<file path="src/rtl/core/spss_job_queue.sv">
// Two-entry queue of list descriptors between the loader and the search engine.
module spss_job_queue #(
  parameter int WIDTH = 12
) (
  input  logic             clk_i,
  input  logic             rst_ni,
  input  logic             push_i,
  input  logic [WIDTH-1:0] data_i,
  output logic             full_o,
  input  logic             pop_i,
  output logic             valid_o,
  output logic [WIDTH-1:0] data_o
);

  logic [WIDTH-1:0] slot_q [2];
  logic             wr_ptr_q, wr_ptr_d;
  logic             rd_ptr_q, rd_ptr_d;
  logic [1:0]       fill_q, fill_d;
  logic             do_push, do_pop;

  assign full_o  = (fill_q == 2'd2);
  assign valid_o = (fill_q != 2'd0);
  assign data_o  = slot_q[rd_ptr_q];
  assign do_push = push_i && !full_o;
  assign do_pop  = pop_i && valid_o;

  always_comb begin
    wr_ptr_d = do_push ? !wr_ptr_q : wr_ptr_q;
    rd_ptr_d = do_pop ? !rd_ptr_q : rd_ptr_q;
    fill_d   = fill_q;
    if (do_push && !do_pop) begin
      fill_d = fill_q + 2'd1;
    end else if (do_pop && !do_push) begin
      fill_d = fill_q - 2'd1;
    end
  end

  always_ff @(posedge clk_i or negedge rst_ni) begin
    if (!rst_ni) begin
      wr_ptr_q <= 1'b0;
      rd_ptr_q <= 1'b0;
      fill_q   <= 2'd0;
    end else begin
      wr_ptr_q <= wr_ptr_d;
      rd_ptr_q <= rd_ptr_d;
      fill_q   <= fill_d;
    end
  end

  always_ff @(posedge clk_i) begin
    if (do_push) begin
      slot_q[wr_ptr_q] <= data_i;
    end
  end

endmodule

</file>
<file path="config.mk">
export PLATFORM = sky130hd
export DESIGN_NAME = spss_job_queue
export DESIGN_NICKNAME = d
export VERILOG_FILES = /design/src/rtl/core/spss_job_queue.sv
export SDC_FILE = /design/constraint.sdc
export NUM_CORES = 1
export LEC_CHECK = 0
export ABC_AREA = 1
export BUFFER_PORTS_ARGS = -buffer_cell sky130_fd_sc_hd__buf_2
export CORE_MARGIN = 4
export CORE_UTILIZATION = 50
export CTS_CLUSTER_SIZE = 10
export DETAILED_ROUTE_END_ITERATION = 6
export GPL_ROUTABILITY_DRIVEN = 0
export PLACE_DENSITY = 0.76
export SLEW_MARGIN = 20
export SYNTH_ARGS = -nofsm -noshare
export SYNTH_HDL_FRONTEND = slang
export SYNTH_SLANG_ARGS = --single-unit
</file>
<file path="constraint.sdc">
create_clock -name clk_i -period 1.9 [get_ports clk_i]
set_input_delay 0.19 -clock clk_i [delete_from_list [all_inputs] [get_ports clk_i]]
set_output_delay 0.19 -clock clk_i [all_outputs]
set_load 0.01 [all_outputs]
</file>
[Yosys cells after proc, flatten, opt, wreduce, memory -nomap -nowiden]
Memory sizes are Yosys's and may differ from the RTL's.
Cells that the tools add are included.
Operators by class
  add/sub/neg operators: 2
  bitwise logic cells: 0
  divide/modulo/power cells: 0
  order comparisons: 0
  multipliers: 0
  mux-type cells: 4
  shift-type cells: 0
  reduce and logical (&&, ||, !) cells: 11
  equal/unequal tests: 1
Operators by type and width (count)
  $logic_not A1 Y1: 5
  $logic_and A1 B1 Y1: 4
  $mux W2: 2
  $reduce_bool A2 Y1: 2
  $add A2 B1 Y2 const B: 1
  $eq A2 B2 Y1 const B: 1
  $mux W1: 2
  $sub A2 B1 Y2 const B: 1
Word-level totals
  memories kept: 1
  bits in writable memories: 24
  logic and storage cells: 22
  latch bits: 0
  bits in read-only memories: 0
  register bits after elaboration: 4
Memory list
  slot_q: words 2, width 12, read ports 1, clocked after Yosys merged registers in 0, wr ports 1, RTL line 15  | logic [WIDTH-1:0] slot_q [2];

[Depth between registers and ports, before layout]
  depth after elaboration: 7
  gate-level depth with buffers: 9

[Worst setup path after synthesis]
OpenSTA, ideal clock, no wires.
  kind: register -> register
  from: reg fill_q[1]
  to: mem slot_q[1][0] (enable)
  stages on the path, launching flop included: 4
  clock period less this slack: 1.504 ns
  data required time: 1.520 ns
  buffers on the path: 0
  slack: 0.396 ns
  arrival time: 1.124 ns
  cell sequence: dfrtp_1 -> inv_1 -> o21ai_0 -> nor2_1
On the way
  word-level cells in the longest chain between the ends: 5
Ends and longest elaborated chain
  from (decl): RTL line 18  | logic [1:0] fill_q, fill_d;
  from (signal assigned): RTL line 46  | fill_q <= fill_d;
  $eq A2 B2 Y1: RTL line 21  | assign full_o = (fill_q == 2'd2);
  $logic_not A1 Y1: RTL line 24  | assign do_push = push_i && !full_o;
  $logic_and A1 B1 Y1: RTL line 24
  $mux W1: RTL line 51  | if (do_push) begin
  $mux W1 (implied by the code): RTL line 52  | slot_q[wr_ptr_q] <= data_i;
  to (decl): RTL line 15
Every way passes these cells.

[Worst setup path after layout]
  from: reg rd_ptr_q
  to: out data_o[0]
On the way
  word-level cells in the longest chain between the ends: 1
Ends and longest elaborated chain
  from (decl): RTL line 17  | logic rd_ptr_q, rd_ptr_d;
  from (signal assigned): RTL line 45  | rd_ptr_q <= rd_ptr_d;
  $mem_v2 Z2 W12
  to (decl): RTL line 12  | output logic [WIDTH-1:0] data_o
Every way passes these cells.

==> flow_summary_export.csv <==
group,metric,value,unit
global_route,grt.met1_usage,13.9,%
floorplan,dieHeight,55.3,um
sta,rsz0062_at_grt,"false",
floorplan,core_area,0.00204,sq mm
sta,min_period,1.48,ns
synthesis,yosys_warnings,0,
global_route,antenna_found_initial,0,
routing,postRouteAntennaNets,0,
floorplan,ios,30,
power,p_leak,0.000631,uW
global_route,grt_pass1_wl,3220,um
routing,routedWlPerCell,12.0,um
finish,diodes,0,
worst_setup_path,timing.rr.end,"slot_q[0][9]$_DFFE_PP_",
global_route,gr-total-overflow,0,
synthesis,synth_seq_cells,28,
worst_setup_path,cp_max_fo,13,
synthesis,syn_area_per_cell,11.9,sq um
floorplan,die_area,0.00305,sq mm
sta,max_freq,674,MHz
finish,drive_above_1_share,32.8,%
clock_tree,clk_pin_slew_worst_paths,0.14,ns
worst_setup_path,r2r.worst_path.cells,5,
routing,finalWirelength,1860,um
synthesis,syn-instance-count,94,
global_route,grt_max_degree,17,
sta,finalMaxSlewViolations,0,
placement,dpl.hpwl,1350,um
worst_setup_path,crit_path_start_kind,"flip-flop",
worst_setup_path,startpoint,"rd_ptr_q$_DFFE_PN0P_",
clock_tree,cts_sinks,28,
sta,slew_headroom,69.9,%
routing,via_per_inst,4.82,
sta,hold_ws,0.0435,ns
routing,drt_pass1_iterations,4,
sta,setup_tns,0,ns
finish,synthToLayoutAreaGrowth,21.3,%
worst_setup_path,critPathKind,"flip-flop to primary output",
placement,portBuffers,29,
global_route,grt_pass1_vias,771,
sta,hold_viol,0,
floorplan,rows,16,
synthesis,synthesis.area,0.00112,sq mm
worst_setup_path,timing.rr.start,"fill_q[1]$_DFFE_PN0P_",
clock_tree,root_buffer,"clkbuf_4",
sta,finClkSkew,0.00414,ns
routing,drc,0,
sta,tightest_slew,0.450,ns
worst_setup_path,critical_path_required,1.71,ns
hold_path,hp-class,"input pin to flip-flop",
global_route,grt_use_met2,25.0,%
synthesis,synth_nets,111,
hold_path,min_from,"data_i[1]",
sta,finalWorstSetupSlack,0.415,ns
worst_setup_path,cp_data_arrival_time,1.29,ns
power,worst_ir_drop_vdd,884,uV
clock_tree,cts_made_buffers,3,
worst_setup_path,reg2reg_slack,0.45,ns
worst_setup_path,endpoint_kind,"primary output",
global_route,grt_use_met3,4.20,%
routing,via_count,747,
finish,nNetsFinal,146,
power,p_per_area,1510,mW/mm^2
clock_tree,ctsLongestPathBuffers,2,
run,max-cap-violations,0,
clock_tree,cts_tree,"done",
floorplan,start_util,54.7,%
hold_path,hold_path_end,"slot_q[0][1]$_DFFE_PP_",
clock_tree,post_cts_resize_count,0,
synthesis,seq_area_frac_synth,73.5,%
placement,place_ws,0.433,ns
synthesis,ys_types,16,
hold_path,hold_path_depth,1,
clock_tree,htree_levels,1,
global_route,top_usage_layer,"met2",
clock_tree,clk_latency,0.32,ns
sta,period_share,78.1,%
status,outcome,"completed",
routing,drtIter0Drc,15,
sta,setup_viol,0,
floorplan,dieWidth,55.3,um
global_route,track_usage,13.6,%
## state kept, by name (all words and copies together), names as in the netlist
signal / cells
fill_q: 2
wr_ptr_q: 1
rd_ptr_q: 1
slot_q: 24
## kinds of logic after synthesis
| family | synth area share, % |
|---|---|
| DFF | 73.5 |
| adders and majority gates | 1.12 |
| AOI/OAI and AO/OA | 0.447 |
| buffers and inverters | 4.37 |
| and+or+nand+nor | 19.8 |
| xor gates and xnor gates | 0.784 |
## synth_stat cells
| library cell | instances | area [sq um] |
|---|---|---|
| nand4_1 | 1 | 6.26 |
| nor2_1 | 1 | 3.75 |
| o21ai_0 | 1 | 5.00 |
| nand3_1 | 2 | 10.0 |
| ha_1 | 1 | 12.5 |
| edfxtp_1 | 24 | 721 |
| nor2_4 | 1 | 11.3 |
| nand2_1 | 44 | 165 |
| nand2_2 | 3 | 18.8 |
| buf_6 | 1 | 11.3 |
| buf_4 | 1 | 7.51 |
| nor2_2 | 1 | 6.26 |
| inv_1 | 6 | 22.5 |
| inv_2 | 2 | 7.51 |
| xnor2_1 | 1 | 8.76 |
| dfrtp_1 | 4 | 100 |
## metrics by stage
step	utilization (%)	instance area, sq um	total power (uW)	cells
after global placement	63.3	1290	1650	150
after CTS	66.4	1360	2070	155
after floorplan	-	1120	1420	94
after detailed placement	63.3	1290	1690	150
final	66.4	1360	2050	155
after global routing	66.4	1360	2210	155
## worst max-delay path, stage by stage (launching register included)
cell and delay, ns:
dfrtp_1 0.48, inv_2 0.22, nand2_1 0.09, nand2_1 0.06, buf_2 0.12
## cells in the final DEF, fill, tap and decap left out
cell type	synthesis	layout
xnor2_1	1	1
buf_2	0	29
edfxtp_1	24	24
ha_1	1	1
nor2_4	1	1
dfrtp_1	4	4
o21ai_0	1	1
bufinv_16	0	1
nand3_1	2	2
inv_1	6	6
dlygate4sd3_1	0	1
nand2_2	3	3
nor2_1	1	1
nand2_1	44	44
clkbuf_4	0	3
buf_4	1	2
inv_2	2	2
nor2_2	1	1
nand4_1	1	1
## area by class of cell
class | instances | area (sq um)
Multi-Input combinational cell | 56 | 248
Sequential cell | 28 | 821
Timing Repair Buffer | 32 | 170
Clock buffer | 3 | 22.5
Inverter | 8 | 30.0
Clock inverter | 1 | 30.0
Fill cell | 157 | 687
Tap cell | 27 | 33.8
## layer usage
layer  part of all wire [%]  routed length, um
met1                     39                728
met2                     52                975
met3                    6.8                126
met4                    1.5                 27
met5                      0                  0
## worst max path at each step
stage                              endpoint  cells past startpoint  slack (ns)
CTS                               data_o[0]                      4        0.39
detailed placement  slot_q[0][11]$_DFFE_PP_                      5        0.43
global route                      data_o[0]                      4        0.28
global placement     slot_q[0][5]$_DFFE_PP_                      5        0.51
floorplan            slot_q[1][0]$_DFFE_PP_                      3        0.40
finish                            data_o[0]                      4        0.42
## power by group
part / switching [uW] / internal, uW / leakage, uW
sequential: 76.1 / 848 / 0.000271
combinational: 472 / 272 / 0.000331
clock: 166 / 213 / 0.0000279
## what timing repair did
action / 4_1_cts / 5_1_grt
hold buffers: 1 / 0
setup buffers: 0 / 0
endpoints found under the hold margin: 4 / 0
endpoints found under the setup margin: 0 / 0
No activity file was read; power rests on OpenSTA's default activity.
