## config.mk

```make
export PLATFORM = sky130hd
export DESIGN_NAME = spss_loader_flat
export DESIGN_NICKNAME = d
export VERILOG_FILES = /design/src/rtl/core/spss_in_if.sv /design/src/rtl/core/spss_loader.sv /design/src/flat_wrapper.sv
export SDC_FILE = /design/constraint.sdc
export NUM_CORES = 1
export LEC_CHECK = 0
export ABC_AREA = 1
export BUFFER_PORTS_ARGS = -buffer_cell sky130_fd_sc_hd__buf_2
export CORE_MARGIN = 10
export CORE_UTILIZATION = 38
export DETAILED_ROUTE_END_ITERATION = 10
export PLACE_DENSITY_LB_ADDON = 0.3
export SLEW_MARGIN = 10
export SYNTH_ARGS = -nofsm -noshare
export SYNTH_HDL_FRONTEND = slang
export SYNTH_SLANG_ARGS = --single-unit
```

## constraint.sdc

```tcl
create_clock -name clk_i -period 1.6 [get_ports clk_i]
set_input_delay 0.24 -clock clk_i [delete_from_list [all_inputs] [get_ports clk_i]]
set_output_delay 0.24 -clock clk_i [all_outputs]
set_load 0.005 [all_outputs]
```

## src/rtl/core/spss_in_if.sv

```systemverilog
// Input channel: one list value per request plus the end-of-list mark.
interface spss_in_if #(
  parameter int VALUE_BITS = 32
);
  logic                         valid;
  logic                         ready;
  logic signed [VALUE_BITS-1:0] element_value;
  logic                         last_element;

  modport source (output valid, output element_value, output last_element, input ready);
  modport sink   (input valid, input element_value, input last_element, output ready);
endinterface

```

## src/rtl/core/spss_loader.sv

```systemverilog
// Front end: accepts list values, writes them to the store, queues a descriptor per list.
module spss_loader #(
  parameter int MAX_ENTRIES = 1024,
  parameter int VALUE_BITS  = 32,
  localparam int IDX_W = $clog2(MAX_ENTRIES),
  localparam int CNT_W = $clog2(MAX_ENTRIES + 1)
) (
  input  logic                  clk_i,
  input  logic                  rst_ni,
  spss_in_if.sink               elem_i,
  input  logic                  lock_i,
  output logic                  we_o,
  output logic [IDX_W-1:0]      waddr_o,
  output logic [VALUE_BITS-1:0] wdata_o,
  output logic                  push_o,
  output logic [CNT_W:0]        job_o
);

  logic [CNT_W-1:0] count_q, count_d, count_nxt;
  logic             ovf_q, ovf_d, ovf_nxt;
  logic             accept;
  logic             has_room;

  assign elem_i.ready = !lock_i;
  assign accept       = elem_i.valid && elem_i.ready;
  assign has_room     = (count_q < CNT_W'(MAX_ENTRIES));
  assign waddr_o      = count_q[IDX_W-1:0];
  assign wdata_o      = elem_i.element_value;

  always_comb begin
    we_o      = 1'b0;
    push_o    = 1'b0;
    count_nxt = count_q;
    ovf_nxt   = ovf_q;
    count_d   = count_q;
    ovf_d     = ovf_q;
    if (accept) begin
      if (has_room) begin
        we_o      = 1'b1;
        count_nxt = count_q + 1'b1;
      end else begin
        // drop the value, remember it for this list
        ovf_nxt = 1'b1;
      end
      if (elem_i.last_element) begin
        push_o  = 1'b1;
        count_d = '0;
        ovf_d   = 1'b0;
      end else begin
        count_d = count_nxt;
        ovf_d   = ovf_nxt;
      end
    end
  end

  assign job_o = {ovf_nxt, count_nxt};

  always_ff @(posedge clk_i or negedge rst_ni) begin
    if (!rst_ni) begin
      count_q <= '0;
      ovf_q   <= 1'b0;
    end else begin
      count_q <= count_d;
      ovf_q   <= ovf_d;
    end
  end

endmodule

```

## src/flat_wrapper.sv

```systemverilog
// flat-port wrapper written by rule: the top's interface ports become plain ports
module spss_loader_flat 
#(
  parameter int MAX_ENTRIES = 1024,
  parameter int VALUE_BITS  = 32,
  localparam int IDX_W = $clog2(MAX_ENTRIES),
  localparam int CNT_W = $clog2(MAX_ENTRIES + 1)
)
  (clk_i, rst_ni, lock_i, we_o, waddr_o, wdata_o, push_o, job_o, elem_i_valid, elem_i_element_value, elem_i_last_element, elem_i_ready);
  spss_in_if #(.VALUE_BITS(VALUE_BITS)) elem_i_i ();
  input  logic clk_i;
  input  logic rst_ni;
  input  logic lock_i;
  output logic we_o;
  output logic [IDX_W-1:0] waddr_o;
  output logic [VALUE_BITS-1:0] wdata_o;
  output logic push_o;
  output logic [CNT_W:0] job_o;
  input wire logic [$bits(elem_i_i.valid)-1:0] elem_i_valid;
  input wire logic [$bits(elem_i_i.element_value)-1:0] elem_i_element_value;
  input wire logic [$bits(elem_i_i.last_element)-1:0] elem_i_last_element;
  output wire logic [$bits(elem_i_i.ready)-1:0] elem_i_ready;
  assign elem_i_i.valid = elem_i_valid;
  assign elem_i_i.element_value = elem_i_element_value;
  assign elem_i_i.last_element = elem_i_last_element;
  assign elem_i_ready = elem_i_i.ready;
  spss_loader #(.MAX_ENTRIES(MAX_ENTRIES), .VALUE_BITS(VALUE_BITS)) u_core (.clk_i(clk_i), .rst_ni(rst_ni), .elem_i(elem_i_i), .lock_i(lock_i), .we_o(we_o), .waddr_o(waddr_o), .wdata_o(wdata_o), .push_o(push_o), .job_o(job_o));
endmodule
```

# --- Yosys cells after proc, flatten, opt, wreduce, memory -nomap -nowiden ---
# Index checks and enable logic that the tools add are counted.
totals:
  register_bits: 12
  word_cells: 16
op_classes:
  add_sub_neg: 1
  magnitude_cmp: 1
  n_mux: 10
  n_reduce_logical: 2
ops:
  columns: ["cell", "count"]
  rows:
  - ["2-to-1 mux 11 bit", 3]
  - ["adder 11 x 1 -> 11 bit (second input constant)", 1]
  - ["< comparator 11 bit (second input constant)", 1]
  - ["2-to-1 mux 1 bit", 7]
  - ["logical AND 1 bit", 1]
  - ["logical NOT 1 bit", 1]

# --- Depth between registers and ports, before layout ---
# Gate-level depths: netlist of the first run.
logic_depth:
  word_depth: 3
  mapped_depth: 6
  mapped_depth_nobuf: 6

# --- Worst setup path before layout of the first run ---
# Ideal clock, no wire load.
synth_path:
  kind: "register to output"
  start: "register u_core.count_q[0]"
  end: "output port job_o[8]"
  arrival_time_ns: 1.053
  setup_slack_ns: 0.307
  path_stages_with_launch: 7
  path_buffers: 0
  path_cell_list: "dfrtp_1 ha_1 nand2_1 nor2_4 nand3_1 nand2_1 nand2_1"
synth_between:
  elab_chain_cells: 3
  word_cells_on_any_way: 4
  classes_between: "add/sub: 1; order compare: 1; mux: 2"
synth_lines:
  columns: ["item", "line_no", "source"]
  rows:
  - ["start: declaration", "spss_loader.sv:19", "logic [CNT_W-1:0] count_q, count_d, count_nxt;"]
  - ["start signal: assignment", "spss_loader.sv:63", "count_q <= count_d;"]
  - ["adder 11 x 1 -> 11 bit / < comparator 11 bit (equally long branches)", "spss_loader.sv:40, spss_loader.sv:26", null]
  - ["2-to-1 mux 11 bit *", "spss_loader.sv:38", "if (has_room) begin"]
  - ["2-to-1 mux 11 bit *", "spss_loader.sv:37", "if (accept) begin"]
  - ["end: declaration", "flat_wrapper.sv:18", "output logic [CNT_W:0] job_o;"]
# Mark *: on every way between the ends. The rest lies on a longest branch, timed or not.

# --- Final worst setup path of the first run ---
layout_path:
  start: "register u_core.count_q[1]"
  end: "output port job_o[8]"
# Same word-level chain as after synthesis.

==> results of run 1 <==
cell usage in the layout, fill, tap and decap left out, types with 6 or more instances in the layout:
cell,synthesis,layout
a21oi_1,8,8
buf_2,0,29
dfrtp_1,12,11
inv_1,11,11
buf_4,43,8
nand3_1,6,6
nand2_1,28,24
power breakdown:
group	switching, mW	total [mW]	internal, mW
Combinational	0.180	0.347	0.167
Sequential	0.0366	0.368	0.332
Clock	0.115	0.202	0.0872
Total	0.331	0.917	0.586
worst paths after layout:
check	endpoint
worst min register to register	u_core.ovf_q$_DFFE_PN0P_
max in group asynchronous	u_core.count_q[3]$_DFFE_PN0P_
worst min-delay path	u_core.count_q[2]$_DFFE_PN0P_
worst max register to register	u_core.count_q[8]$_DFFE_PN0P_
worst max-delay path	job_o[8]
min in group asynchronous	u_core.count_q[0]$_DFFE_PN0P_
routing by layer:
metal / part of all wire, % / wire length [µm] / vias up
li1: - / - / 406
met1: 41 / 1080 / 371
met2: 47 / 1240 / 28
met3: 7.9 / 207 / 24
met4: 4.0 / 106 / 0
met5: 0 / 0 / -
flip-flops by register name, summed over array words and instances, names as in the netlist:
| name | count |
|---|---|
| u_core.count_q | 11 |
| u_core.ovf_q | 1 |
area by class of cell:
type | count | area, µm²
Fill cell | 295 | 1670
Multi-Input combinational cell | 71 | 450
Sequential cell | 12 | 302
Timing Repair Buffer | 38 | 215
Inverter | 15 | 60.1
Tap cell | 31 | 38.8
Clock buffer | 3 | 22.5
worst register-to-register path: cells and delay by family (launching register included):
kind	cells	cell delay (ns)
flip-flops	1	0.41
buffers and inverters	1	0.11
adder cells (fa/ha/maj)	1	0.17
AO/OA/AOI/OAI	1	0.04
AND/OR/NAND/NOR	4	0.42
repair_timing:
action / 4_1_cts / 5_1_grt
endpoints found under the hold margin: 12 / 0
hold buffers: 1 / 0
buffers inserted: 5 / 1
gates resized for setup: 9 / 6
pin swaps: 4 / 1
setup endpoints to repair: 10 / 10
Yosys cell counts (2+ instances only):
cell type,instances,area share [%]
a21oi_1,8,3.6
a21oi_2,2,1.6
buf_4,43,29
dfrtp_1,12,27
inv_1,11,3.8
inv_2,2,0.68
nand2_1,28,9.6
nand3_1,6,2.7
nand3b_1,2,1.4
nand4_2,3,3.4
nor2_1,5,1.7
nor2_4,3,3.1
o21ai_0,4,1.8
o22ai_1,2,1.1
logic make-up after synthesis:
kind of cell | Yosys count
XOR/XNOR | 1
buffers and inverters | 58
AO/OA/AOI/OAI | 16
adder cells (fa/ha/maj) | 1
flip-flops | 12
AND/OR/NAND/NOR | 53
==> reports/results.ini, run 1 <==
[outcome]
status=finished, violations left
violations=negative setup slack

[worst_setup_path]
crit_path_end_kind=output pin
crit_cells=7
cp_max_fo=5
rrSetupSlack_ns=0.36
max_stage_delay_ns=0.41
crit_path_start=u_core.count_q[1]$_DFFE_PN0P_
path_buf_inv=1
crit_type=register to output pin
critPathTopFamily=simple AND/OR/NAND/NOR gates
cp_slowest_cell=dfrtp_1
reg2reg_depth=7
cp.arrival_ns=1.45
crit_chain=ha_4 > nand2_4 > nor2_4 > nand3_1 > nand2_1 > nand2_1 > buf_2
crit_path_frequent_cell=nand2_1
reg2reg_from=u_core.count_q[1]$_DFFE_PN0P_
cp_data_required_time_ns=1.36
critPathLaunchType=register

[global_routing]
busiest_layer=met2
use_met1_pct=11.0
grtUsageMet3_pct=2.42
grt_max_degree=13
antenna_found_initial=0
use_met2_pct=16.0
grt_usage_pct=9.90
globalRouteOverflowTotal=0
grt_pass1_wl_um=4290
grt_pass1_vias=889

[clock_tree]
cts.sinks=12
clk_path_buf_depth=2
cts-root-buf=clkbuf_4
clk_pin_slew_ns=0.09
clk_latency_ns=0.28
cts_tree=yes
cts_buffers=3
cts_max_level=1

[detailed_routing]
via_count=829
wirelength_um=2630
via_per_inst=4.88
ant_nets=0
drt_iter0_markers=27
first_pass_iters=4
drc=0
routedWlPerCell_um=15.5

[finish]
utilization_pct=39.5
fin_cells=170
drive_above_1_share_pct=47.5
final_area_um2=1090
area_growth_pct=-0.799
diodes=0
fin_nets=179

[synthesis]
synth_edf_count=0
synthSimpleGateAreaFrac_pct=27.6
synth_xor_area_share_pct=0.798
ys_warn_count=0
synthCells=141
synthMuxAreaShare_pct=0
syn_area_um2=1100
avgSynthCellArea_um2=7.78
synth.distinct_cells=24
syn-num-nets=179
synth-main-ff-cell=dfrtp_1
ys_seq_area_share_pct=27.4
synth_compound_area_share_pct=8.21
async_flop_share_pct=100
synth_seq_cells=12
synth_top_family_by_area=buffers and inverters
synth-adder-area-share_pct=1.14

[timing]
setup_tns_ns=-0.482
finClkSkew_ns=0.00451
layout_setup_ws_ns=-0.0885
hold-worst-slack_ns=0.181
fin_crit_sh_pct=106
hold_violations=0
clock.fmax_mhz=592
drv_slew=0
rsz0062_at_grt=yes
finalSetupViolCount=10
worst_pin_slew_ns=0.305
slew_headroom_pct=79.7
period_needed_ns=1.69

[floorplan]
ios=94
die_y_um=73.7
num_rows=19
core_um2=2760
die_w_um=73.7
die_area_um2=5440
initial_utilization_pct=39.8

[flow_run]
max_cap_viol_count=0

[placed_design]
placed_cell_area_um2=973
portBuffers=29
dpl.cell_count=160
pre_cts_ws_ns=0.117
gp_congestion=0.867
hpwlAfterDp_um=1930

[power_and_ir_drop]
pwr_density_cell_nw_per_um2=842
finalPower_mw=0.917
vdd_ir_drop_max_mv=0.417
p_leak_nw=0.614

[worst_hold_path]
hold_depth=2
holdCritPathClass=input pin to register
hp-start=elem_i_last_element

Note: power is estimated with default switching activity, not from simulation.
==> run 2, diff against run 1 <==
--- a/config.mk
+++ b/config.mk
@@ -12,2 +12,3 @@
 export DETAILED_ROUTE_END_ITERATION = 10
+export GPL_ROUTABILITY_DRIVEN = 0
 export PLACE_DENSITY_LB_ADDON = 0.3
--- a/constraint.sdc
+++ b/constraint.sdc
@@ -3,2 +3,2 @@
 set_output_delay 0.24 -clock clk_i [all_outputs]
-set_load 0.005 [all_outputs]
+set_load 0.1 [all_outputs]
==> run 2 against run 1 <==
The flow still finishes with violations (negative setup slack). Sequential share of layout area down 7.0 points. Clock skew down 0.0028 ns. Critical path depth down 1. Fmax down 5.5%. Core utilization up 14 points. Sequential power down 1%. Worst setup slack worse by 0.099 ns. Largest cell class unchanged.
==> reports/results.ini, run 2 (synthesized netlist as in run 1, its figures left out) <==
[finish]
fin_nets=185  ; +3.4%
biggestRegsByFlops=u_core.count_q (11), u_core.ovf_q (1)
utilization_pct=53.0  ; +14 points
final_cell_mix=buf_2 (15), buf_12 (14), nand2_1 (13), nand2_2 (11), buf_4 (11)
fin_cells=177  ; +4.1%
area_growth_pct=33.2
drive_above_1_share_pct=63.0  ; +16 points
diodes=0  ; unchanged
largest_register_ffs=11  ; unchanged
final_common_cell=buf_2
largest_register=u_core.count_q
nFillCells=246  ; -17%

[power_and_ir_drop]
p_sw_mw=0.829  ; +150%
finalPower_mw=1.56  ; +70%
power_frac_seq_pct=23.2  ; -17 points
clkPwrFrac_pct=15.9  ; -6.1 points
p_int_mw=0.734  ; +25%
vdd_ir_drop_max_mv=1.14  ; +170%
pwr_density_cell_nw_per_um2=1070  ; +27%
p_leak_nw=0.688  ; +12%
pwr-share-comb_pct=60.9  ; +23 points
swShare_pct=53.0  ; +17 points

[detailed_routing]
wirelength_um=2800  ; +6.2%
first_pass_iters=4  ; unchanged
drc=0  ; unchanged
via_count=865  ; +4.3%
routedWlPerCell_um=15.8  ; +2.0%
ant_nets=0  ; unchanged
drt_iter0_markers=30  ; +11%
via_per_inst=4.89  ; +0.22%

[timing]
rsz0062_at_grt=yes
finalSetupViolCount=11  ; +1
worst_pin_slew_ns=0.497  ; +0.192 ns
finClkSkew_ns=0.00172  ; -0.00280 ns
period_needed_ns=1.79  ; +0.0985 ns
drv_slew=0  ; unchanged
layout_setup_ws_ns=-0.187  ; -0.0985 ns
slew_headroom_pct=67.1  ; -13 points
fin_crit_sh_pct=112  ; +6.2 points
hold-worst-slack_ns=0.175  ; -0.00571 ns
clock.fmax_mhz=560  ; -5.5%
hold_violations=0  ; unchanged

[clock_tree]
cts_tree=yes
cts_max_level=1  ; unchanged
cts-root-buf=clkbuf_4
clk_latency_ns=0.27  ; about the same
clk_pin_slew_ns=0.08  ; about the same
cts_buffers=3  ; unchanged
clk_path_buf_depth=2  ; unchanged
cts.sinks=12  ; unchanged

[floorplan]
die_area_um2=5440  ; unchanged
core_um2=2760  ; unchanged
ios=94  ; unchanged
die_w_um=73.7  ; unchanged
num_rows=19  ; unchanged
die_y_um=73.7  ; unchanged
initial_utilization_pct=39.8  ; unchanged

[worst_setup_path]
critPathLaunchType=register
cp.arrival_ns=1.55  ; +0.10 ns
crit_path_end_kind=output pin
cp_data_required_time_ns=1.36  ; about the same
cp_max_fo=5  ; unchanged
crit_type=register to output pin

[outcome]
status=finished, violations left
violations=negative setup slack

[placed_design]
portBuffers=29  ; unchanged
pre_cts_ws_ns=0.0597  ; -0.0577 ns
hpwlAfterDp_um=2200  ; +14%
dpl.cell_count=161  ; +0.63%

[global_routing]
grt_pass1_vias=877  ; -1.3%
grt_usage_pct=10.6  ; +0.69 points
antenna_found_initial=0  ; unchanged
globalRouteOverflowTotal=0  ; unchanged
grt_pass1_wl_um=4490  ; +4.5%
grt_max_degree=13  ; unchanged

[flow_run]
max_cap_viol_count=0  ; unchanged

[worst_hold_path]
holdCritPathClass=input pin to register

## run 2: cell count changes in the layout (fill, tap and decap cells not counted), sizes merged
| cell | previous run | this run |
|---|---|---|
| buf | 37 | 43 |
| clkbuf | 3 | 4 |
| clkinvlp | 0 | 1 |
| inv | 14 | 13 |
## run 2: worst max-delay path: stages, from the launching register on
cell and delay [ns]:
dfrtp_1 0.38, ha_2 0.21, nand2_4 0.07, nor2_4 0.18, nand3b_2 0.15, nand2_4 0.10
buf_12 0.17
## run 2: area by class of cell
cell class                 count  area, µm²  area share (%)
clock buffer                   4       36.3            2.48
inverter                      15       71.3            4.88
multi-input combinational     71        531            36.3
sequential                    12        303            20.7
tap                           31       38.8            2.65
timing repair buffer          44        482            33.0
## run 2: what timing repair did
item / CTS / global route
resized for setup: 10 / 15
setup endpoints to repair: 11 / 12
hold buffers: 1 / 0
setup buffers: 9 / 2
hold endpoints to repair: 12 / 0
pin swaps: 7 / 4
## run 2: routing by layer
layer | up-vias | routed length (µm) | part of all wire [%] | GRT usage (%)
met3 | 6 | 318 | 11 | 6.86
li1 | 418 | - | - | -
met4 | 0 | 61 | 2.2 | 4.97
met2 | 40 | 1460 | 52 | 17.5
met1 | 401 | 954 | 34 | 9.99
met5 | - | 0 | 0 | 0
## run 2: path summary, 6_finish.rpt
kind / end / slack (ns) / from / cells after the start
setup / recovery: job_o[6] / -0.19 / u_core.count_q[1]$_DFFE_PN0P_ / 6
hold / removal: u_core.count_q[2]$_DFFE_PN0P_ / 0.17 / elem_i_last_element / 2
setup reg to reg: u_core.count_q[5]$_DFFE_PN0P_ / 0.17 / u_core.count_q[10]$_DFFE_PN0P_ / 7
hold reg to reg: u_core.ovf_q$_DFFE_PN0P_ / 0.52 / u_core.ovf_q$_DFFE_PN0P_ / 2
max in group asynchronous: u_core.count_q[3]$_DFFE_PN0P_ / 0.99 / rst_ni / 2
min in group asynchronous: u_core.count_q[2]$_DFFE_PN0P_ / 0.37 / rst_ni / 2
## run 2: through the flow
step	TNS, ns	area, µm²
2_1_floorplan	-0.104	1160
3_3_place_gp	0	1250
3_5_place_dp	0	1250
4_1_cts	-1.57	1400
5_1_grt	-2.48	1460
6_report	-1.40	1460
## run 2: power groups by stage
stage | registers, mW | logic, mW | clock network [mW]
6_report | 0.363 | 0.951 | 0.248
5_1_grt | 0.369 | 0.980 | 0.270
4_1_cts | 0.357 | 0.942 | 0.251
3_5_place_dp | 0.361 | 0.931 | 0
3_3_place_gp | 0.358 | 0.927 | 0
2_1_floorplan | 0.373 | 1.05 | 0
