<file path="src/rtl/core/spss_pkg.sv">
// Shared types and constants for the sorted pair sum search core.
package spss_pkg;

  // Fixed widths of the target register and the reported positions.
  localparam int TARGET_W = 32;
  localparam int POS_W    = 11;

  typedef enum logic [1:0] {
    S_IDLE,
    S_STEP,
    S_DONE
  } search_state_e;

endpackage

</file>
<file path="src/rtl/core/spss_out_if.sv">
// Result channel: search outcome for one list.
interface spss_out_if;
  logic                       valid;
  logic                       ready;
  logic                       pair_found;
  logic [spss_pkg::POS_W-1:0] first_position;
  logic [spss_pkg::POS_W-1:0] second_position;
  logic                       list_overflow;

  modport source (output valid, output pair_found, output first_position,
                  output second_position, output list_overflow, input ready);
  modport sink   (input valid, input pair_found, input first_position,
                  input second_position, input list_overflow, output ready);
endinterface

</file>
<file path="src/rtl/core/spss_search.sv">
// Back end: two-pointer search over the stored list and the result register.
module spss_search #(
  parameter int MAX_ENTRIES = 1024,
  parameter int VALUE_BITS  = 32,
  localparam int IDX_W = $clog2(MAX_ENTRIES),
  localparam int CNT_W = $clog2(MAX_ENTRIES + 1)
) (
  input  logic                                  clk_i,
  input  logic                                  rst_ni,
  input  logic signed [spss_pkg::TARGET_W-1:0]  target_i,
  input  logic                                  job_valid_i,
  input  logic [CNT_W:0]                        job_i,
  output logic                                  pop_o,
  output logic [IDX_W-1:0]                      raddr_a_o,
  output logic [IDX_W-1:0]                      raddr_b_o,
  input  logic [VALUE_BITS-1:0]                 rdata_a_i,
  input  logic [VALUE_BITS-1:0]                 rdata_b_i,
  output logic                                  searching_o,
  spss_out_if.source                            result_o
);
  import spss_pkg::*;

  localparam int CMP_W = (VALUE_BITS + 1 > TARGET_W) ? VALUE_BITS + 1 : TARGET_W;

  search_state_e state_q, state_d;
  logic [IDX_W-1:0]         left_q, left_d;
  logic [IDX_W-1:0]         right_q, right_d;
  logic                     found_q, found_d;
  logic                     ovf_q, ovf_d;
  logic                     out_valid_q, out_valid_d;
  logic                     out_found_q;
  logic [POS_W-1:0]         out_first_q, out_second_q;
  logic                     out_ovf_q;
  logic                     load_out;
  logic [CNT_W-1:0]         job_count;
  logic                     job_ovf;
  logic signed [VALUE_BITS-1:0] val_a, val_b;
  logic signed [CMP_W-1:0]  pair_sum, target_ext;
  logic [IDX_W:0]           left_pos, right_pos;

  assign job_count  = job_i[CNT_W-1:0];
  assign job_ovf    = job_i[CNT_W];
  assign val_a      = rdata_a_i;
  assign val_b      = rdata_b_i;
  assign pair_sum   = CMP_W'(val_a) + CMP_W'(val_b);
  assign target_ext = CMP_W'(target_i);
  assign left_pos   = {1'b0, left_q} + 1'b1;
  assign right_pos  = {1'b0, right_q} + 1'b1;

  assign raddr_a_o   = left_d;
  assign raddr_b_o   = right_d;
  assign searching_o = (state_q == S_STEP);

  always_comb begin
    state_d  = state_q;
    left_d   = left_q;
    right_d  = right_q;
    found_d  = found_q;
    ovf_d    = ovf_q;
    pop_o    = 1'b0;
    load_out = 1'b0;
    unique case (state_q)
      S_IDLE: begin
        left_d  = '0;
        right_d = IDX_W'(job_count - 1'b1);
        if (job_valid_i) begin
          pop_o   = 1'b1;
          found_d = 1'b0;
          ovf_d   = job_ovf;
          // a single stored entry leaves nothing to pair
          state_d = (job_count == CNT_W'(1)) ? S_DONE : S_STEP;
        end
      end
      S_STEP: begin
        if (pair_sum == target_ext) begin
          found_d = 1'b1;
          state_d = S_DONE;
        end else begin
          if (pair_sum > target_ext) begin
            right_d = right_q - 1'b1;
          end else begin
            left_d = left_q + 1'b1;
          end
          if (left_d == right_d) begin
            state_d = S_DONE;
          end
        end
      end
      S_DONE: begin
        // hold the outcome until the result register frees up
        if (!out_valid_q || result_o.ready) begin
          load_out = 1'b1;
          state_d  = S_IDLE;
        end
      end
      default: state_d = S_IDLE;
    endcase
  end

  always_comb begin
    out_valid_d = out_valid_q;
    if (load_out) begin
      out_valid_d = 1'b1;
    end else if (result_o.ready) begin
      out_valid_d = 1'b0;
    end
  end

  always_ff @(posedge clk_i or negedge rst_ni) begin
    if (!rst_ni) begin
      state_q     <= S_IDLE;
      left_q      <= '0;
      right_q     <= '0;
      found_q     <= 1'b0;
      ovf_q       <= 1'b0;
      out_valid_q <= 1'b0;
    end else begin
      state_q     <= state_d;
      left_q      <= left_d;
      right_q     <= right_d;
      found_q     <= found_d;
      ovf_q       <= ovf_d;
      out_valid_q <= out_valid_d;
    end
  end

  always_ff @(posedge clk_i) begin
    if (load_out) begin
      out_found_q  <= found_q;
      out_first_q  <= found_q ? POS_W'(left_pos) : '0;
      out_second_q <= found_q ? POS_W'(right_pos) : '0;
      out_ovf_q    <= ovf_q;
    end
  end

  assign result_o.valid           = out_valid_q;
  assign result_o.pair_found      = out_found_q;
  assign result_o.first_position  = out_first_q;
  assign result_o.second_position = out_second_q;
  assign result_o.list_overflow   = out_ovf_q;

`ifndef SYNTHESIS
  a_step_ordered: assert property (@(posedge clk_i) disable iff (!rst_ni)
    state_q == S_STEP |-> left_q < right_q)
    else $error("search pointers crossed while stepping");

  a_miss_zero_pos: assert property (@(posedge clk_i) disable iff (!rst_ni)
    out_valid_q && !out_found_q |-> out_first_q == '0 && out_second_q == '0)
    else $error("positions nonzero on a miss");

  a_done_loads: assert property (@(posedge clk_i) disable iff (!rst_ni)
    state_q == S_DONE && !out_valid_q |=> out_valid_q && state_q == S_IDLE)
    else $error("finished search did not reach the result register");
`endif

endmodule

</file>
<file path="src/flat_wrapper.sv">
// flat-port wrapper written by rule: the top's interface ports become plain ports
module spss_search_flat import spss_pkg::*;
#(
  parameter int MAX_ENTRIES = 1024,
  parameter int VALUE_BITS  = 32,
  localparam int IDX_W = $clog2(MAX_ENTRIES),
  localparam int CNT_W = $clog2(MAX_ENTRIES + 1)
)
  (clk_i, rst_ni, target_i, job_valid_i, job_i, pop_o, raddr_a_o, raddr_b_o, rdata_a_i, rdata_b_i, searching_o, result_o_valid, result_o_pair_found, result_o_first_position, result_o_second_position, result_o_list_overflow, result_o_ready);
  spss_out_if result_o_i ();
  input  logic clk_i;
  input  logic rst_ni;
  input  logic signed [spss_pkg::TARGET_W-1:0] target_i;
  input  logic job_valid_i;
  input  logic [CNT_W:0] job_i;
  output logic pop_o;
  output logic [IDX_W-1:0] raddr_a_o;
  output logic [IDX_W-1:0] raddr_b_o;
  input  logic [VALUE_BITS-1:0] rdata_a_i;
  input  logic [VALUE_BITS-1:0] rdata_b_i;
  output logic searching_o;
  output wire logic [$bits(result_o_i.valid)-1:0] result_o_valid;
  output wire logic [$bits(result_o_i.pair_found)-1:0] result_o_pair_found;
  output wire logic [$bits(result_o_i.first_position)-1:0] result_o_first_position;
  output wire logic [$bits(result_o_i.second_position)-1:0] result_o_second_position;
  output wire logic [$bits(result_o_i.list_overflow)-1:0] result_o_list_overflow;
  input wire logic [$bits(result_o_i.ready)-1:0] result_o_ready;
  assign result_o_valid = result_o_i.valid;
  assign result_o_pair_found = result_o_i.pair_found;
  assign result_o_first_position = result_o_i.first_position;
  assign result_o_second_position = result_o_i.second_position;
  assign result_o_list_overflow = result_o_i.list_overflow;
  assign result_o_i.ready = result_o_ready;
  spss_search #(.MAX_ENTRIES(MAX_ENTRIES), .VALUE_BITS(VALUE_BITS)) u_core (.clk_i(clk_i), .rst_ni(rst_ni), .target_i(target_i), .job_valid_i(job_valid_i), .job_i(job_i), .pop_o(pop_o), .raddr_a_o(raddr_a_o), .raddr_b_o(raddr_b_o), .rdata_a_i(rdata_a_i), .rdata_b_i(rdata_b_i), .searching_o(searching_o), .result_o(result_o_i));
endmodule
</file>
<file path="config.mk">
export PLATFORM = sky130hd
export DESIGN_NAME = spss_search_flat
export DESIGN_NICKNAME = d
export VERILOG_FILES = /design/src/rtl/core/spss_pkg.sv /design/src/rtl/core/spss_out_if.sv /design/src/rtl/core/spss_search.sv /design/src/flat_wrapper.sv
export SDC_FILE = /design/constraint.sdc
export NUM_CORES = 1
export LEC_CHECK = 0
export BUFFER_PORTS_ARGS = -buffer_cell sky130_fd_sc_hd__buf_2
export CAP_MARGIN = 20
export CORE_ASPECT_RATIO = 1.75
export CORE_MARGIN = 5
export CORE_UTILIZATION = 35
export DETAILED_ROUTE_END_ITERATION = 10
export SETUP_SLACK_MARGIN = 0.3
export SLEW_MARGIN = 20
export SYNTH_ARGS = -nofsm -noshare
export SYNTH_HDL_FRONTEND = slang
export SYNTH_SLANG_ARGS = --single-unit
export TNS_END_PERCENT = 100
</file>
<file path="constraint.sdc">
create_clock -name clk_i -period 9.8 [get_ports clk_i]
set_clock_uncertainty 0.15 [all_clocks]
set_input_delay 1.96 -clock clk_i [delete_from_list [all_inputs] [get_ports clk_i]]
set_output_delay 1.96 -clock clk_i [all_outputs]
set_load 0.05 [all_outputs]
</file>
# Word level (Yosys, flattened, before mapping)
# Cells that the tools add are included.
totals:
  ff_bits: 49
  output_inout_bits: 47
  inputBits: 112
  word_cells: 59
op_classes:
  mux: 25
  magnitude_cmp: 1
  n_eq_ne: 9
  reduce_logical: 8
  n_addsub: 6
op_table:
  columns: ["op", "count"]
  rows:
  - ["two-way mux 10 bit", 8]
  - ["case mux 10 bit (2 select lines)", 2]
  - ["adder 32 x 32 -> 33 bit", 1]
  - ["== test 33 x 32 -> 1 bit", 1]
  - ["> comparator 33 x 32 -> 1 bit", 1]
  - ["adder 10 x 1 -> 11 bit (second input constant)", 2]
  - ["subtractor 10 x 1 -> 10 bit (second input constant)", 2]
  - ["== test 11 x 1 -> 1 bit (second input constant)", 1]
  - ["adder 10 x 1 -> 10 bit (second input constant)", 1]
  - ["== test 10 bit", 1]
  - ["two-way mux 2 bit", 5]
  - ["two-way mux 1 bit", 8]
  - ["case mux 2 bit (3 select lines)", 1]
  - ["AND reduction 3 bit", 2]
  - ["!= test 2 x 1 -> 1 bit (second input constant)", 2]
  - ["nonzero test 2 bit", 2]
  - ["!= test 3 x 1 -> 1 bit (second input constant)", 1]
  - ["== test 2 x 1 -> 1 bit (second input constant)", 1]
  - ["== test 2 bit (second input constant)", 1]
  - ["zero test 2 bit", 1]
  - ["!= test 2 bit (second input constant)", 1]
  - ["case mux 1 bit (2 select lines)", 1]
  - ["AND reduction 2 bit", 1]
  - ["zero test 1 bit", 1]
  - ["logical OR 1 bit", 1]

# Longest topological paths before layout
# Gate-level depths: netlist (run 1).
depth:
  depth_word: 9
  ltp_mapped: 28

# Worst setup path after synthesis (run 1)
# Ideal clock, no wire load.
synth_path:
  path_kind: "input port to output port"
  start: "in rdata_a_i[0]"
  end: "out raddr_b_o[9]"
  n_path_buf: 1
  path_slack_ns: -0.018
  arrival_time_ns: 7.708
  path_stages: 25
  cell_sequence: "ha_1 -> inv_1 -> fa_1 -> nor2b_1 -> o21ai_0 -> a21boi_0 -> o21ai_0 -> a21o_1 -> a2111oi_0 -> o211ai_1 -> a21oi_1 -> a31oi_1 -> nor2_1 -> o22ai_1 -> ha_1 -> and3_1 -> and3_4 -> nand4_4 -> o21ai_2 -> or2_1 -> buf_6 -> a2111oi_4 -> nand3_1 -> mux2i_1 -> a221oi_1"
synth_between:
  elab_chain_len: 7
  word_cells_on_any_way: 8
synth_lines:
  columns: ["item", "line", "rtl"]
  rows:
  - ["start, declared", "flat_wrapper.sv:19", "input logic [VALUE_BITS-1:0] rdata_a_i;"]
  - ["adder 32 x 32 -> 33 bit *", "spss_search.sv:45", "assign pair_sum = CMP_W'(val_a) + CMP_W'(val_b);"]
  - ["> comparator 33 x 32 -> 1 bit", "spss_search.sv:79", "if (pair_sum > target_ext) begin"]
  - ["two-way mux 10 bit", "spss_search.sv:79", null]
  - ["two-way mux 10 bit", "spss_search.sv:75", "if (pair_sum == target_ext) begin"]
  - ["two-way mux 10 bit", "spss_search.sv:62", "unique case (state_q)"]
  - ["two-way mux 10 bit *", "spss_search.sv:75", null]
  - ["case mux 10 bit (2 select lines) *", "spss_search.sv:62", null]
  - ["end, declared", "flat_wrapper.sv:18", "output logic [IDX_W-1:0] raddr_b_o;"]
# Mark *: on every way between the ends. The rest lies on a longest branch, timed or not. The select of a mux whose other input is x is not followed.

# Final worst setup path (run 1)
# Ends and elaborated chain as after synthesis.

==> results of run 1 <==
[how the worst max path moves through the flow]
stage                       from      endpoint  slack [ps]  cells after the start
finish              rdata_a_i[0]  raddr_b_o[9]         640                     27
global route        rdata_a_i[0]  raddr_b_o[9]         280                     27
CTS                 rdata_a_i[0]  raddr_b_o[7]         330                     27
detailed placement  rdata_a_i[0]  raddr_b_o[8]          50                     26
global placement    rdata_a_i[0]  raddr_b_o[9]         170                     26
floorplan           rdata_a_i[0]  raddr_a_o[0]         350                     25
[where the power goes]
| group | total (mW) | leakage, nW | switching [mW] | internal [mW] |
|---|---|---|---|---|
| logic | 0.885 | 2.78 | 0.557 | 0.329 |
| clock network | 0.170 | 0.0712 | 0.0764 | 0.0938 |
| registers | 0.370 | 0.542 | 0.0970 | 0.273 |
| total | 1.43 | 3.39 | 0.730 | 0.695 |
[timing repair]
action | CTS | global route
pin swaps | 2 | 13
gates resized for setup | 24 | 25
setup buffers | 1 | 4
endpoints found under the setup margin | 16 | 20
[sequential cells by signal (all words and copies together) (netlist names)]
| name | flops |
|---|---|
| u_core.found_q | 1 |
| u_core.result_o.first_position | 11 |
| u_core.state_q | 2 |
| u_core.ovf_q | 1 |
| u_core.right_q | 10 |
| u_core.result_o.pair_found | 1 |
| u_core.result_o.list_overflow | 1 |
| u_core.left_q | 10 |
| u_core.result_o.valid | 1 |
| u_core.result_o.second_position | 11 |
[cell usage after synthesis (3+ instances only)]
master / number / area share (%)
nor2_1: 37 / 2.5
or2_2: 4 / 0.46
and3_1: 11 / 1.3
nand4_1: 6 / 0.69
a31oi_1: 11 / 1.3
edfxtp_1: 24 / 13
nor2b_1: 4 / 0.46
xnor2_1: 54 / 8.7
inv_1: 61 / 4.2
nor3_1: 10 / 0.92
clkbuf_1: 26 / 1.8
o21bai_1: 6 / 0.83
o21ai_1: 4 / 0.37
dfrtp_1: 25 / 11
a211oi_1: 5 / 0.69
o22ai_1: 5 / 0.57
a22o_1: 7 / 1.1
and2_1: 22 / 2.5
nand2b_1: 6 / 0.69
o211ai_1: 3 / 0.41
or3_1: 3 / 0.34
o21ai_0: 27 / 2.5
a22oi_1: 3 / 0.41
and4_1: 3 / 0.48
nand3b_1: 3 / 0.41
a21o_1: 23 / 3.2
nand2_1: 30 / 2.1
ha_1: 70 / 16
mux2i_1: 3 / 0.55
a21oi_1: 42 / 3.9
nand3_1: 29 / 2.7
a221oi_1: 6 / 0.96
nor3b_1: 3 / 0.41
xor2_1: 16 / 2.6
o31ai_1: 7 / 0.96
[cell families (layout without fill, tap and decap cells)]
group	Yosys count	count (layout)	synth area share [%]
mux	4	4	0.7576
buf+inv	90	252	6.382
xor+xnor	72	72	12.08
fa+ha+maj	71	71	16.44
compound gates	173	173	21.60
simple gates	183	183	18.04
flops	49	49	24.70
[cells in the final DEF (no fill, tap or decap), types with 7 or more instances in the layout]
cell / instances
and3_1: 11
nand2_1: 29
nor2_1: 37
dfrtp_1: 25
o21ai_0: 23
buf_2: 142
nor3_1: 10
a21o_1: 23
buf_4: 34
inv_1: 61
and2_1: 21
a31oi_1: 10
xnor2_1: 53
xor2_1: 16
ha_1: 69
a21oi_1: 39
a22o_1: 7
edfxtp_1: 24
nand3_1: 28
[cell type report]
cell class	count	area [sq um]	share of cell area, %
clock buffer	5	125.1	1.796
inverter	61	229.0	3.287
multi-input combinational	503	3939	56.55
clock inverter	3	17.52	0.2515
tap	186	232.7	3.341
timing repair buffer	183	1076	15.45
sequential	49	1346	19.33
[layer usage]
layer	up-vias	routed length [microns]	share of wire (%)	global-route usage, %
met5	-	7	0.043	0
met4	2	723	4.4	8.590
met3	49	969	5.9	2.957
met2	190	9084	56	34.31
met1	2385	5517	34	16.45
li1	2622	-	-	-
[stage by stage]
step | total power [mW] | std cells | setup slack, ps | hold slack [ps] | utilization, %
2_1_floorplan | 0.9594 | 642 | 347.8 | 269.4 | -
3_3_place_gp | 1.218 | 977 | 170.0 | 285.8 | 42.99
3_5_place_dp | 1.220 | 977 | 49.48 | 284.5 | 42.99
4_1_cts | 1.412 | 986 | 328.4 | 300.8 | 44.53
5_1_grt | 1.513 | 990 | 281.3 | 311.8 | 45.48
6_report | 1.425 | 990 | 637.3 | 298.7 | 45.48
==> reports/qor.yml, run 1 <==
floorplan:
  core.rowCount: 60
  dieWidth_microns: 104.3
  die-area_sq_um: 18270
  ios: 159
  die_y_microns: 175.1
  start_util_pct: 35.59
  core_area_sq_um: 15310
logic_synthesis:
  synth_edf_count: 24
  syn_avg_cell_area_sq_um: 8.489
  synth.distinct_cells: 67
  ys_seq_area_share_pct: 24.70
  syn_inst: 642
  syn_nets: 825
  ys_async_sr_fraction_pct: 51.02
  ys_seq_elements: 49
  yosys_warnings: 0
  synth_area_sq_um: 5450
  synth_top_flop_cell: "dfrtp_1"
critical_path:
  critical_path_class: "input port to primary output"
  max_stage_delay_ps: 380
  arrival_ps: 7050
  crit_family: "compound AO/OA/AOI/OAI gates"
  crit_slowest_cell: "fa_1"
  cp-start-kind: "input port"
  crit_buf_inv: 5
  cp-end-kind: "primary output"
  reg2reg_to: "u_core.state_q[0]$_DFFE_PN0P_"
  rrSetupSlack_ps: 6650
  ff2ff_path_depth: 9
  cp.required_ps: 7690
  crit_path_max_fanout: 4
  r2r-start: "u_core.left_q[0]$_DFF_PN0_"
grt:
  track_usage_pct: 17.25
  antenna_found_initial: 1
  grt_max_degree: 26
  grt_pass1_wl_microns: 25780
  overflow: 0
  first_global_vias: 5396
clock_tree:
  clock_latency_ps: 290
  ctsHoldBuffers: 0
  clockRootBuffer: "clkbuf_16"
  cts_sinks: 49
  cts.htree.levels: 2
  clockBufferDepth: 2
  cts_buffers: 5
  tritoncts: "yes"
  clk_pin_slew_worst_paths_ps: 70
route:
  wl_microns: 16300
  ant_nets: 0
  num_vias: 5248
  drtIter0Drc: 148
  post-route-drc-count: 0
  wl_per_cell_microns: 16.47
  firstDrtPassIters: 5
  viasPerCell: 5.301
timing:
  rsz0062_at_grt: "no"
  fmax_mhz: 109.1
  setup_violations: 0
  timing.slew.headroom_pct: 25.80
  report.final.slew_viol_count: 0
  finalCriticalPeriod_ps: 9163
  setup_tns_ps: 0
  finalCritPeriodShare_pct: 93.50
  hold_viol_final: 0
  tightest_slew_ps: 1113
placed_design:
  io_buffers: 158
  place_congestion: 0.9695
  dp.final_hpwl_microns: 13850
  placed_cell_area_sq_um: 6584
worst_hold_path:
  hold_end: "u_core.result_o.list_overflow$_DFFE_PP_"
  hold_depth: 0
  hold_path_class: "flop to flop"
  hold_start: "u_core.ovf_q$_DFFE_PN0P_"
status:
  status: "finished clean"
final_layout:
  area_growth_pct: 27.80
  fin_area_sq_um: 6965
  layout.nets: 986
  fillCellCount: 1546
  diodes: 0
  drive_gt1_share_pct: 28.73
power_and_ir_drop:
  ir_worst_vdd_mv: 0.1058
  p_per_area_nw_per_um2: 204.6
  p_leak_nw: 3.390
flow_run:
  drv_cap: 0
Note: power is estimated with default switching activity, not from simulation.
==> inputs of run 2 (changes only) <==
Settings changed: CORE_MARGIN 5 to 10, PLACE_DENSITY from default to 0.69.
==> run 2 against run 1 <==
First-iteration DRC count increased by 0.68%. Combinational power decreased by 3.1%. Fmax decreased by 1.2%.
==> reports/qor.yml, run 2 (synthesis gave the netlist of run 1 again) <==
timing:
  fmax_mhz: 107.8  # -1.2%
  whs_ps: 304.0  # +5.269 ps
  setup_violations: 0  # unchanged
  tightest_slew_ps: 1093  # -19.89 ps
  setup_tns_ps: 0  # unchanged
  timing.slew.headroom_pct: 27.13  # +1.3 points
  timing.final.ws_setup_ps: 522.9  # -114.4 ps
  hold_viol_final: 0  # unchanged
  rsz0062_at_grt: "no"
  finalCriticalPeriod_ps: 9277  # +114.4 ps
  finalCritPeriodShare_pct: 94.66  # +1.2 points
  report.final.slew_viol_count: 0  # unchanged
floorplan:
  core.rowCount: 60  # unchanged
  die_y_microns: 185.1  # +5.7%
  ios: 159  # unchanged
  die-area_sq_um: 21160  # +16%
  core_area_sq_um: 15310  # unchanged
  start_util_pct: 35.59  # unchanged
  dieWidth_microns: 114.3  # +9.6%
clock_tree:
  cts.htree.levels: 2  # unchanged
  cts_sinks: 49  # unchanged
  ctsHoldBuffers: 0  # unchanged
  clock_latency_ps: 290  # about the same
  clockBufferDepth: 2  # unchanged
  tritoncts: "yes"
  clockRootBuffer: "clkbuf_16"
  clk_pin_slew_worst_paths_ps: 70  # about the same
  cts_buffers: 5  # unchanged
route:
  wl_per_cell_microns: 17.39  # +5.6%
  wl_microns: 17060  # +4.6%
  num_vias: 5314  # +1.3%
  drtIter0Drc: 149  # +0.68%
  viasPerCell: 5.417  # +2.2%
  post-route-drc-count: 0  # unchanged
  ant_nets: 0  # unchanged
  firstDrtPassIters: 4  # -1
critical_path:
  max_stage_delay_ps: 390  # about the same
  cp.required_ps: 7690  # about the same
  crit_slowest_cell: "a221oi_2"
  critical_path_class: "input port to primary output"
  cp-start-kind: "input port"
  crit_buf_inv: 3  # -2
  arrival_ps: 7170  # +120 ps
  cp-end-kind: "primary output"
  crit_family: "compound AO/OA/AOI/OAI gates"
  crit_path_max_fanout: 6  # +2
final_layout:
  fillCellCount: 1530  # -1.0%
  area_growth_pct: 25.99
  layout.nets: 977  # -0.91%
  drive_gt1_share_pct: 28.93  # +0.20 points
  final-instance-count-excl-fill: 981  # -0.91%
  regArea_sq_um: 1346  # unchanged
  diodes: 0  # unchanged
  final_cell_mix: "buf_2 (146), ha_1 (70), inv_1 (61), xnor2_1 (53), a21oi_1 (39)"
  final_common_cell: "buf_2"
  multi_input_area_sq_um: 3951  # +0.32%
grt:
  overflow: 0  # unchanged
  grt_max_degree: 26  # unchanged
  grt_pass1_wl_microns: 26550  # +3.0%
  track_usage_pct: 15.40  # -1.9 points
  first_global_vias: 5466  # +1.3%
  antenna_found_initial: 0  # -1
placed_design:
  place_congestion: 0.9604  # -0.94%
  dp_cells: 967  # -1.0%
  dp.final_hpwl_microns: 14550  # +5.0%
  dpl_worst_slack_ps: -9.493  # -58.98 ps
  io_buffers: 158  # unchanged
flow_run:
  drv_cap: 0  # unchanged
power_and_ir_drop:
  p_total_mw: 1.406  # -1.3%
  p_per_area_nw_per_um2: 204.8  # about the same
  ir_worst_vdd_mv: 0.1137  # +7.4%
  p_leak_nw: 3.342  # -1.4%
status:
  status: "finished clean"
worst_hold_path:
  hold_path_class: "flop to flop"
run 2: cell count changes in the layout (fill, tap and decap cells not counted), moves of 3 or more:
cell,change
buf_12,-3
buf_2,+4
buf_4,-13
clkbuf_4,+3
nand3_2,+3
o21ai_0,-3
o21ai_1,+3
run 2: power by group:
| group | leakage (nW) | internal, mW | total, mW | switching (mW) |
|---|---|---|---|---|
| clock network | 0.0702 | 0.0951 | 0.175 | 0.0797 |
| logic | 2.73 | 0.304 | 0.858 | 0.554 |
| registers | 0.542 | 0.272 | 0.374 | 0.102 |
run 2: path summary, 6_finish.rpt:
| check | cells after the start | start | slack, ps | endpoint |
|---|---|---|---|---|
| setup / recovery | 25 | rdata_a_i[11] | 520 | raddr_b_o[9] |
| hold / removal | 0 | u_core.ovf_q$_DFFE_PN0P_ | 300 | u_core.result_o.list_overflow$_DFFE_PP_ |
| setup reg to reg | 10 | u_core.left_q[0]$_DFF_PN0_ | 6550 | u_core.state_q[0]$_DFFE_PN0P_ |
| hold reg to reg | 0 | u_core.ovf_q$_DFFE_PN0P_ | 300 | u_core.result_o.list_overflow$_DFFE_PP_ |
| max in group asynchronous | 1 | rst_ni | 7550 | u_core.left_q[0]$_DFF_PN0_ |
| min in group asynchronous | 1 | rst_ni | 1530 | u_core.right_q[9]$_DFF_PN0_ |
run 2: area by class of cell:
class / instances / share of cell area (%)
repair buffers: 174 / 13.99
well taps: 186 / 3.389
inverters: 61 / 3.335
multi-input cells: 503 / 57.54
clock buffers: 5 / 1.822
clock inverters: 3 / 0.3098
flip-flops and latches: 49 / 19.61
run 2: per-layer routing:
| metal | routed length (microns) | track usage (%) | up-vias |
|---|---|---|---|
| li1 | - | - | 2597 |
| met1 | 5711 | 13.94 | 2463 |
| met2 | 9452 | 30.11 | 202 |
| met3 | 1134 | 3.628 | 52 |
| met4 | 762 | 8.103 | 0 |
| met5 | 0 | 0 | - |
run 2: per-stage QoR:
stage | utilization, % | area (sq um)
6_report | 44.84 | 6867
5_1_grt | 44.84 | 6867
4_1_cts | 43.69 | 6691
3_5_place_dp | 42.21 | 6464
3_3_place_gp | 42.21 | 6464
2_1_floorplan | - | 5469
run 2: timing repair:
item | CTS | global route
buffers inserted | 1 | 5
gates resized for setup | 19 | 38
endpoints found under the hold margin | 0 | 0
endpoints found under the setup margin | 19 | 20
pin swaps | 1 | 12
==> inputs of run 3 (changes only) <==
Settings changed: CORE_UTILIZATION 35 to 54, GPL_ROUTABILITY_DRIVEN from default to 0, MAX_ROUTING_LAYER from default to met4, PLACE_DENSITY 0.69 to 0.94.
==> run 3 against run 2 <==
Hold slack better by 14 ps. Combinational power is 4.0% higher. Utilization is 26 points higher. Clock-buffer cell count stayed put. Critical path type unchanged. Critical endpoint is now raddr_b_o[7]. Highest routed layer unchanged.
==> reports/qor.yml, run 3 (synthesis gave the netlist of run 1 again) <==
grt:
  track_usage_pct: 23.62  # +8.2 points
  grt_max_degree: 31  # +19%
  grt_pass1_wl_microns: 27350  # +3.0%
  antenna_found_initial: 1  # +1
  first_global_vias: 5922  # +8.3%
  overflow: 0  # unchanged
route:
  ant_nets: 0  # unchanged
  drtIter0Drc: 327  # +120%
  wl_per_cell_microns: 19.72  # +13%
  post-route-drc-count: 0  # unchanged
  firstDrtPassIters: 6  # +2
  wl_microns: 18280  # +7.1%
  viasPerCell: 6.132  # +13%
  num_vias: 5684  # +7.0%
power_and_ir_drop:
  p_per_area_nw_per_um2: 211.6  # +3.3%
  p_leak_nw: 3.376  # +1.0%
  ir_worst_vdd_mv: 0.2113  # +86%
critical_path:
  cp-end-kind: "primary output"
  crit_slowest_cell: "or3_1"
  crit_chain: "buf_2 > ha_1 > nand4_1 > or3_1 > or3_1 > a31o_2 > a211oi_4 > o21a_1 > nor2_1 > xnor2_1 > ha_1 > and4_1 > and3_4 > nand2_1 > o21ai_2 > o31ai_4 > buf_6 > a2111oi_4 > buf_4 > nand3_4 > mux2i_2 > a221oi_2 > buf_6"
  crit_buf_inv: 4  # +1
  critical_path_class: "input port to primary output"
  cp-start-kind: "input port"
  arrival_ps: 7340  # +170 ps
  crit_family: "simple AND/OR/NAND/NOR gates"
  max_stage_delay_ps: 480  # +90 ps
  cp.required_ps: 7690  # about the same
  crit_path_max_fanout: 6  # unchanged
floorplan:
  core.rowCount: 48  # -20%
  ios: 159  # unchanged
  start_util_pct: 55.34  # +20 points
  die-area_sq_um: 14670  # -31%
  die_y_microns: 152.9  # -17%
  core_area_sq_um: 9849  # -36%
  dieWidth_microns: 95.95  # -16%
worst_hold_path:
  hold_path_class: "flop to flop"
status:
  status: "finished clean"
final_layout:
  layout.nets: 983  # +0.61%
  final_cell_mix: "buf_2 (143), ha_1 (69), inv_1 (60), xnor2_1 (53), a21oi_1 (37)"
  fillCellCount: 738  # -52%
  final_common_cell: "buf_2"
  final-instance-count-excl-fill: 927  # -5.5%
  drive_gt1_share_pct: 30.46  # +1.5 points
  area_growth_pct: 27.85
timing:
  finalCriticalPeriod_ps: 9446  # +168.5 ps
  timing.slew.headroom_pct: 27.35  # +0.22 points
  hold_viol_final: 0  # unchanged
  setup_tns_ps: 0  # unchanged
  report.final.slew_viol_count: 0  # unchanged
  setup_violations: 0  # unchanged
  rsz0062_at_grt: "yes"
  fmax_mhz: 105.9  # -1.8%
  tightest_slew_ps: 1090  # -3.290 ps
  finalCritPeriodShare_pct: 96.38  # +1.7 points
clock_tree:
  clk_pin_slew_worst_paths_ps: 70  # about the same
  ctsHoldBuffers: 0  # unchanged
  clock_latency_ps: 290  # about the same
  tritoncts: "yes"
  cts_sinks: 49  # unchanged
  cts_buffers: 5  # unchanged
  cts.htree.levels: 2  # unchanged
  clockRootBuffer: "clkbuf_16"
  clockBufferDepth: 2  # unchanged
placed_design:
  io_buffers: 158  # unchanged
  dp_cells: 905  # -6.4%
  dp.final_hpwl_microns: 14300  # -1.7%
flow_run:
  drv_cap: 0  # unchanged
run 3: cell types whose count changed in the layout (fill, tap and decap cells not counted), moves of 3 or more:
cell,change
nand3_4,+3
buf_2,-3
buf_4,+5
buf_6,+4
run 3: layer usage:
layer / wire (microns) / part of all wire, % / track usage [%] / vias to the layer above
li1: - / - / - / 2615
met1: 5992 / 33 / 22.11 / 2654
met2: 10140 / 55 / 43.81 / 355
met3: 1380 / 7.6 / 3.139 / 60
met4: 765 / 4.2 / 12.70 / 0
met5: 0 / 0 / - / -
run 3: cell type report:
class,count,area (sq um),area share [%]
multi-input combinational,503,4051,58.14
sequential,49,1346,19.32
timing repair buffer,180,1016,14.58
inverter,61,229.0,3.286
tap,125,156.4,2.245
clock buffer,5,125.1,1.796
clock inverter,3,41.29,0.5926
antenna,1,2.502,0.03591
run 3: path summary, 6_finish.rpt:
path                                                  from                                 endpoint  slack [ps]  depth (start not counted)
worst max-delay path                         rdata_a_i[11]                             raddr_b_o[7]         350                         23
worst min-delay path              u_core.ovf_q$_DFFE_PN0P_  u_core.result_o.list_overflow$_DFFE_PP_         320                          0
worst max register to register  u_core.left_q[0]$_DFF_PN0_            u_core.state_q[0]$_DFFE_PN0P_        6540                         10
worst min register to register    u_core.ovf_q$_DFFE_PN0P_  u_core.result_o.list_overflow$_DFFE_PP_         320                          0
max in group asynchronous                           rst_ni              u_core.right_q[3]$_DFF_PN0_        7570                          1
min in group asynchronous                           rst_ni               u_core.found_q$_DFFE_PN0P_        1520                          1
run 3: what timing repair did:
item                       4_1_cts  5_1_grt
pin swaps                        1       25
buffers inserted                 2       11
setup endpoints to repair       17       20
gates resized for setup         18       67
run 3: stage by stage:
step	utilization, %	total power [mW]	setup WS [ps]	area, sq um	hold slack [ps]
detailed placement	64.62	1.174	15.42	6365	296.8
finish	70.74	1.474	354.4	6968	318.3
floorplan	-	0.9594	347.8	5469	269.4
CTS	67.17	1.389	332.4	6616	312.4
global route	70.74	1.550	227.9	6968	315.1
global placement	64.62	1.151	300.4	6365	276.9
run 3: where the power goes:
| group | switching (mW) | internal (mW) | leakage, nW | total (mW) |
|---|---|---|---|---|
| clock network | 0.0744 | 0.119 | 0.0775 | 0.194 |
| logic | 0.575 | 0.317 | 2.76 | 0.892 |
| registers | 0.116 | 0.272 | 0.542 | 0.388 |
